--- src/design/knn_pkg.sv ---
// Shared types, codes and sizes for the k-nearest-neighbour search block.
// No dependencies; imported by the top level, the controller and the datapath.
package knn_pkg;
   localparam int MAX_SAMPLES  = 1024;
   localparam int MAX_FEATURES = 32;
   localparam int MAX_K        = 16;
   localparam int SIDX_W = $clog2(MAX_SAMPLES);
   localparam int FIDX_W = $clog2(MAX_FEATURES);
   localparam int SLOT_W = $clog2(MAX_K);

   localparam logic [1:0] CMD_WRITE_SAMPLE = 2'd0;
   localparam logic [1:0] CMD_WRITE_QUERY  = 2'd1;
   localparam logic [1:0] CMD_SEARCH       = 2'd2;
   localparam logic [1:0] CMD_UNUSED       = 2'd3;

   localparam logic [1:0] CSR_K_COUNT       = 2'd0;
   localparam logic [1:0] CSR_FEATURE_COUNT = 2'd1;
   localparam logic [1:0] CSR_SAMPLE_COUNT  = 2'd2;
   localparam logic [1:0] CSR_METRIC        = 2'd3;

   localparam logic METRIC_L2 = 1'b0;
   localparam logic METRIC_L1 = 1'b1;

   typedef struct packed {
      logic [1:0]         cmd;
      logic [9:0]         sample_index;
      logic [4:0]         feature_index;
      logic signed [15:0] element_value;
   } req_type;

   typedef struct packed {
      logic [9:0] neighbour_index;
      logic       found;
      logic       last;
   } rsp_type;

   typedef struct packed {
      logic              valid;
      logic              first;
      logic              last;
      logic [SIDX_W-1:0] sample;
   } tag_type;

   typedef struct packed {
      logic              clear;
      logic              sample_we;
      logic              query_we;
      logic              issue;
      logic              first;
      logic              last;
      logic [SIDX_W-1:0] sample;
      logic [FIDX_W-1:0] feature;
      logic              metric;
      logic [4:0]        k;
      logic [SLOT_W-1:0] out_slot;
   } dp_cmd_type;

   typedef struct packed {
      logic       busy;
      logic [4:0] count;
   } dp_status_type;
endpackage

--- src/design/knn_controller.sv ---
// Controller: configuration registers, search sequencer and result walk.
// Depends on knn_pkg.
module knn_controller (
   input  logic                   clock,
   input  logic                   reset,
   input  logic                   req_valid,
   output logic                   req_ready,
   input  knn_pkg::req_type       req,
   output logic                   rsp_valid,
   input  logic                   rsp_ready,
   output logic                   rsp_empty,
   input  logic                   csr_valid,
   input  logic [1:0]             csr_index,
   input  logic [10:0]            csr_data,
   output knn_pkg::dp_cmd_type    cmd,
   input  knn_pkg::dp_status_type status
);
   import knn_pkg::*;

   localparam logic [2:0] S_IDLE  = 3'd0;
   localparam logic [2:0] S_RUN   = 3'd1;
   localparam logic [2:0] S_DRAIN = 3'd2;
   localparam logic [2:0] S_OUT   = 3'd3;
   localparam logic [2:0] S_EMPTY = 3'd4;

   logic [2:0] state_ff, state_in;
   logic [4:0] k_ff;
   logic [5:0] nf_ff;
   logic [10:0] ns_ff;
   logic metric_ff;
   logic [4:0] k_use;
   logic [5:0] nf_use;
   logic [10:0] ns_use;
   logic [10:0] s_ff, s_in;
   logic [5:0] f_ff, f_in;
   logic [SLOT_W-1:0] r_ff, r_in;
   logic acc_req, f_last;

   always_comb begin
      k_use  = (k_ff == 5'd0) ? 5'd1 : ((k_ff > 5'(MAX_K)) ? 5'(MAX_K) : k_ff);
      nf_use = (nf_ff == 6'd0) ? 6'd1 :
               ((nf_ff > 6'(MAX_FEATURES)) ? 6'(MAX_FEATURES) : nf_ff);
      ns_use = (ns_ff > 11'(MAX_SAMPLES)) ? 11'(MAX_SAMPLES) : ns_ff;
   end

   assign req_ready = (state_ff == S_IDLE);
   assign acc_req   = req_valid && req_ready;
   assign f_last    = (f_ff == nf_use - 6'd1);
   assign rsp_valid = (state_ff == S_OUT) || (state_ff == S_EMPTY);
   assign rsp_empty = (state_ff == S_EMPTY);

   always_comb begin
      state_in = state_ff;
      s_in = s_ff;
      f_in = f_ff;
      r_in = r_ff;
      cmd = '0;
      cmd.sample_we = acc_req && (req.cmd == CMD_WRITE_SAMPLE);
      cmd.query_we  = acc_req && (req.cmd == CMD_WRITE_QUERY);
      cmd.sample    = s_ff[SIDX_W-1:0];
      cmd.feature   = f_ff[FIDX_W-1:0];
      cmd.metric    = metric_ff;
      cmd.k         = k_use;
      cmd.out_slot  = r_ff;
      unique case (state_ff)
         S_IDLE: begin
            if (acc_req && req.cmd == CMD_SEARCH) begin
               cmd.clear = 1'b1;
               s_in = '0;
               f_in = '0;
               r_in = '0;
               state_in = (ns_use == 11'd0) ? S_EMPTY : S_RUN;
            end
         end
         S_RUN: begin
            cmd.issue = 1'b1;
            cmd.first = (f_ff == 6'd0);
            cmd.last  = f_last;
            if (f_last) begin
               f_in = '0;
               s_in = s_ff + 11'd1;
               if (s_ff == ns_use - 11'd1) state_in = S_DRAIN;
            end else begin
               f_in = f_ff + 6'd1;
            end
         end
         S_DRAIN: begin
            if (!status.busy) state_in = S_OUT;
         end
         S_OUT: begin
            if (rsp_ready) begin
               if ({1'b0, r_ff} == status.count - 5'd1) state_in = S_IDLE;
               else r_in = r_ff + SLOT_W'(1);
            end
         end
         S_EMPTY: begin
            if (rsp_ready) state_in = S_IDLE;
         end
         default: state_in = S_IDLE;
      endcase
   end

   always_ff @(posedge clock) begin
      if (reset) begin
         state_ff  <= S_IDLE;
         k_ff      <= 5'd1;
         nf_ff     <= 6'd1;
         ns_ff     <= 11'd0;
         metric_ff <= METRIC_L2;
      end else begin
         state_ff <= state_in;
         if (csr_valid) begin
            unique case (csr_index)
               CSR_K_COUNT:       k_ff      <= csr_data[4:0];
               CSR_FEATURE_COUNT: nf_ff     <= csr_data[5:0];
               CSR_SAMPLE_COUNT:  ns_ff     <= csr_data;
               CSR_METRIC:        metric_ff <= csr_data[0];
               default: ;
            endcase
         end
      end
      s_ff <= s_in;
      f_ff <= f_in;
      r_ff <= r_in;
   end
endmodule
--- config.mk ---
export PLATFORM = sky130hd
export DESIGN_NAME = knn_controller
export DESIGN_NICKNAME = d
export VERILOG_FILES = /design/src/design/knn_pkg.sv /design/src/design/knn_controller.sv
export SDC_FILE = /design/constraint.sdc
export NUM_CORES = 1
export LEC_CHECK = 0
export ABC_AREA = 1
export BUFFER_PORTS_ARGS = -buffer_cell sky130_fd_sc_hd__buf_2
export CAP_MARGIN = 20
export CORE_ASPECT_RATIO = 0.6
export CORE_UTILIZATION = 35
export DETAILED_ROUTE_END_ITERATION = 8
export PLACE_DENSITY_LB_ADDON = 0.25
export SLEW_MARGIN = 25
export SYNTH_ARGS = -nofsm -noshare
export SYNTH_HDL_FRONTEND = slang
export SYNTH_SLANG_ARGS = --single-unit
--- constraint.sdc ---
create_clock -name clock -period 2.7 [get_ports clock]
set_input_delay 0.135 -clock clock [delete_from_list [all_inputs] [get_ports clock]]
set_output_delay 0.135 -clock clock [all_outputs]
set_load 0.005 [all_outputs]
### After elaboration in Yosys (flattened, before gate mapping)

Cells that the tools add are included.

* word-level logic and storage cells: 86
* flip-flop bits (word level): 47
* input bits: 57

* equal/unequal tests: 20
* $lt $le $gt $ge: 3
* add/subtract/negate cells: 6
* muxes and demuxes: 27
* reductions and logical operators: 22

Operator list (number)
* 11-bit 2-to-1 mux: 3
* 3-bit 2-to-1 mux: 9
* 6-bit 2-to-1 mux: 4
* 11-bit one-hot mux with 2 select lines: 1
* 3-bit one-hot mux with 5 select lines: 1
* 6-bit zero test: 2
* 4-bit 2-to-1 mux: 3
* 2-bit inequality test, second input constant: 6
* 6-bit one-hot mux with 2 select lines: 1
* 11-bit by 1-bit adder with 11-bit output, second input constant: 1
* 11-bit equality test: 1
* 11-bit > comparator, second input constant: 1
* 11-bit zero test: 1
* 11-bit by 1-bit subtractor with 11-bit output, second input constant: 1
* 5-bit 2-to-1 mux: 2
* 2-bit AND reduction: 5
* 4-bit one-hot mux with 2 select lines: 1
* 7-bit AND reduction: 1
* 6-bit by 1-bit adder with 6-bit output, second input constant: 1
* 2-bit equality test, second input constant: 3
* 3-bit by 2-bit equality test with 1-bit output, second input constant: 2
* 6-bit equality test: 1
* 6-bit > comparator, second input constant: 1
* 6-bit by 1-bit subtractor with 6-bit output, second input constant: 1
* other kinds (17): 25

### Depth between registers and ports, before layout

* depth after elaboration: 7
* mapped depth: 20
* depth with buffers taken out: 19

### Worst setup path after synthesis

Ideal clock, no wire load.

* kind: register -> register
* start point: reg nf_ff[2]
* end point: reg s_ff[0], enable pin
* setup time: 394 ps
* arrival time: 2427 ps
* required time: 2306 ps
* period minus slack after synthesis: 2821 ps
* buffers on the path: 0
* path slack: -121 ps
* cell stages (with the launch flop): 12
* cell sequence: dfxtp_1 nor2_1 nand4_1 nand2_1 inv_1 ha_1 xor2_1 xor2_1 nand3_1 nor2_1 nand4_1 o21ai_0

* word-level cells in the longest chain between the ends: 7

Ends and longest elaborated chain
* start: declaration: RTL line knn_controller.sv:28 `logic [5:0] nf_ff;`
* start signal: assignment: RTL line knn_controller.sv:115 `CSR_FEATURE_COUNT: nf_ff <= csr_data[5:0];`
* 6-bit > comparator: RTL line knn_controller.sv:42 `((nf_ff > 6'(MAX_FEATURES)) ? 6'(MAX_FEATURES) : nf_ff);`
* 6-bit 2-to-1 mux: RTL line knn_controller.sv:42
* 6-bit 2-to-1 mux *: RTL line knn_controller.sv:41 `nf_use = (nf_ff == 6'd0) ? 6'd1 :`
* 6-bit by 1-bit subtractor with 6-bit output *: RTL line knn_controller.sv:48 `assign f_last = (f_ff == nf_use - 6'd1);`
* 6-bit equality test *: RTL line knn_controller.sv:48
* 2-bit inequality test (no line) *
* 3-bit AND reduction (no line) *
* end signal: assignment: RTL line knn_controller.sv:122 `s_ff <= s_in;`
* end: declaration: RTL line knn_controller.sv:34 `logic [10:0] s_ff, s_in;`

Mark *: on every way between the ends. The rest lies on a longest branch, timed or not.
A chain may end at the register's enable or synchronous reset.

### Final worst setup path

* start point: reg nf_ff[2]
* end point: reg state_ff[2]

* word-level cells in the longest chain between the ends: 7

Ends and longest elaborated chain
* 6-bit > comparator: RTL line knn_controller.sv:42
* 6-bit 2-to-1 mux: RTL line knn_controller.sv:42
* 6-bit 2-to-1 mux *: RTL line knn_controller.sv:41
* 6-bit by 1-bit subtractor with 6-bit output *: RTL line knn_controller.sv:48
* 6-bit equality test *: RTL line knn_controller.sv:48
* 2-bit inequality test (no line) *
* 7-bit AND reduction (no line) *
* end signal: assignment: RTL line knn_controller.sv:111 `state_ff <= state_in;`
* end: declaration: RTL line knn_controller.sv:26 `logic [2:0] state_ff, state_in;`

Marks and branches as above.

==> results.md <==
* Fillcell total at 846
* Layout Utilization at between 40% and 50%
* Lkg Pwr at 1.65 nW
* Synth Register Bits at 47
* Layout cells sized above 1 at 18.5%
* Die H at 74.2 um
* Synth unique cells at 34
* GRT Overall Usage at 16.7%
* Tcrit/Tclk final at between 80% and 90%
* Grt met3 use at 4.29%
* Routability congestion estimate at 0.805
* GRT busiest layer: met1
* Clock Path Buffers at 2
* Commonest cells in the netlist: nor2_1, nand2_1, inv_1
* Full die area at ~0.0091 mm2
* Post-route ant nets at 0
* Buf+Inv Stages, Crit Path at 2
* Placed cells at 565
* Mean Syn Cell Area at between 7 and 8 um2
* Top Family by Delay on Critical Path: simple AND/OR/NAND/NOR gates
* Met2 usage at between 20 and 25%
* Critical path's largest stage delay at ~0.34 ns
* Crit-path most repeated cell: nor2_1
* Final hold vios at 0
* CTS clk-pin slew, worst paths at 0.07 ns
* Placed Area at 0.00336 mm2
* # setup viols final at 0
* Post-synth EDFFs at 21
* Routing usage on met1 at 25.8%
* Crit. End Element: flop
* Data required, critical path at 2.89 ns
* Vias per cell at about 4.8
* Yosys top cell by area: edfxtp_1
* Register area at 0.00115 mm2
* CTS Buf Count at 5
* DR iter-0 viols at 181
* Largest net degree at the start of global routing at 27
* Worst skew pair latency at 0.29 ns
* Top cell type's share of synthesized area at 20.7%
* Multi-input gate area at 0.00155 mm2
* Routed len/inst at between 10 and 15 um
* Ys async rst share at 0%
* Crit start category: flop
* Final setup TNS at 0 ns
* Initial antenna violation count at 0
* Top_reg_cell synth: dfxtp_1
* Min Tclk post-route at 2.42 ns
* Synth area leaders: edfxtp_1, dfxtp_1, nor2_1, nand2_1, inv_1
* Worst slew pin tran at between 0.6 and 0.7 ns
* CTS sink count at 47
* Critical Path Fanout Max at 5
* Nets at 530
* Worst path cell trace: nor2_1, nand4_1, nand2_1, inv_1, ha_1, xor2_1, xor2_1, nand3_1, nor2_1, nand4_1, buf_4, a21oi_4, nand3_1, nand2_1, nor2_1
* Fin cells at 574
* Initial core utilization at between 30% and 40%
* Worst Path Arrival at 2.60 ns
* Relative slew slack at 56.4%
* Post-route cell area at 0.00355 mm2
* # diodes at 0
* Crit Path Category: reg2reg
* Register area share after synthesis at a little under two fifths
* First-pass GRT wire length at between 10 and 15 mm
* Die W at 122 um
* CTS root buffer: clkbuf_16
* DRT Pass-1 Iters at 4
* Min-Delay Path Class: in2reg
* Slowest cell on the critical path: dfxtp_1
* Core area at 0.00813 mm2
* Ports at 91
* Placed wire-length estimate at 5.41 mm
* YS warnings at 0
* Max cap viols at 0
* Most common cell in the netlist: nor2_1
* Synth Cell Area at 0.00304 mm2
* Total number of vias at 2729
* Syn_nets at 480
* Peak VDD IR at about 0.46 mV
* Total grt overflow at 0
* Drt drc at 0
* Status: completed
* TritonCTS clock tree: yes
* Final wirelength at 6.98 mm
* Area Overhead vs Synth at 16.7%
* # rows at 25
* H-tree depth at 2
* Slew Viols, Final at 0
* Power Dens Cells at 750 mW/mm2
* Min Hold Slack at around 0.065 ns
* RSZ-0062 raised after global routing: false
* Setup Skew at between 0.004 and 0.005 ns
* Cells after Synth at 415
* I/O Buffers at 59
* Vias in the first global route at between 2000 and 2500
* Max Fclk at 414 MHz
## timing repair
| item | in CTS | in global routing |
|---|---|---|
| resized for setup | 0 | 1 |
| setup endpoints to repair | 0 | 13 |
| setup buffers | 0 | 1 |
| hold buffers | 0 | 0 |
## layer usage
layer	wire length [um]	part of all wire, %
met5	0	0
met3	479	6.9
met1	3810	55
met2	2620	38
met4	66	0.95
## where the power goes
group          internal (W)  switching, W
combinational      0.000365      0.000528
sequential         0.000896      0.000138
clock              0.000457      0.000281
## final timing paths
kind | to | cells after the start | slack (ns) | start
worst max-delay path | state_ff[2] | 15 | 0.28 | nf_ff[2]
worst max register to register | state_ff[2] | 15 | 0.28 | nf_ff[2]
worst min-delay path | ns_ff[9] | 3 | 0.06 | csr_data[9]
worst min register to register | metric_ff | 2 | 0.45 | metric_ff
## state kept, by name, indices dropped and copies added (netlist names)
register	count
r_ff	4
k_ff	5
ns_ff	11
nf_ff	6
metric_ff	1
f_ff	6
s_ff	11
state_ff	3
## cells in the final DEF (no fill, tap or decap), types with 3 or more instances in the layout
cell type	Yosys	routed
a21oi_1	24	24
buf_2	0	59
buf_4	16	6
clkbuf_16	0	7
dfxtp_1	26	26
edfxtp_1	21	21
ha_1	8	8
inv_1	49	49
inv_2	3	3
nand2_1	64	64
nand3_1	28	28
nand4_1	5	5
nor2_1	72	71
nor3_1	12	12
o21ai_0	33	32
xnor2_1	8	8
xor2_1	18	18
## worst register-to-register path, cell delays in order, from the launching register on
cell and delay [ns]:
dfxtp_1 0.34, nor2_1 0.15, nand4_1 0.10, nand2_1 0.10
inv_1 0.08, ha_1 0.22, xor2_1 0.19, xor2_1 0.17
nand3_1 0.09, nor2_1 0.09, nand4_1 0.13, buf_4 0.18
a21oi_4 0.18, nand3_1 0.13, nand2_1 0.09, nor2_1 0.06
## area by class of cell
type	instances	area share [%]
Inverter	53	5.60
Multi-Input combinational cell	293	43.5
Tap cell	108	3.80
Timing Repair Buffer	65	9.58
Clock buffer	7	4.93
Sequential cell	47	32.4
Clock inverter	1	0.176
## kinds of logic (layout without fill, tap and decap cells)
family	Yosys count	count (layout)	synth area share, %
AOI/OAI and AO/OA	66	66	12.5
xor gates and xnor gates	26	26	7.48
adders and majority gates	8	8	3.29
buffers and inverters	75	126	11.5
DFF	47	47	37.8
and+or+nand+nor	193	193	27.5
## per-stage QoR
step,power [W],setup WS (ns)
6_report,0.00267,0.282
5_1_grt,0.00287,0.0196
4_1_cts,0.00269,0.165
3_5_place_dp,0.00194,0.229
3_3_place_gp,0.00191,0.298
2_1_floorplan,0.00170,0.175
No activity file was read; power rests on OpenSTA's default activity.
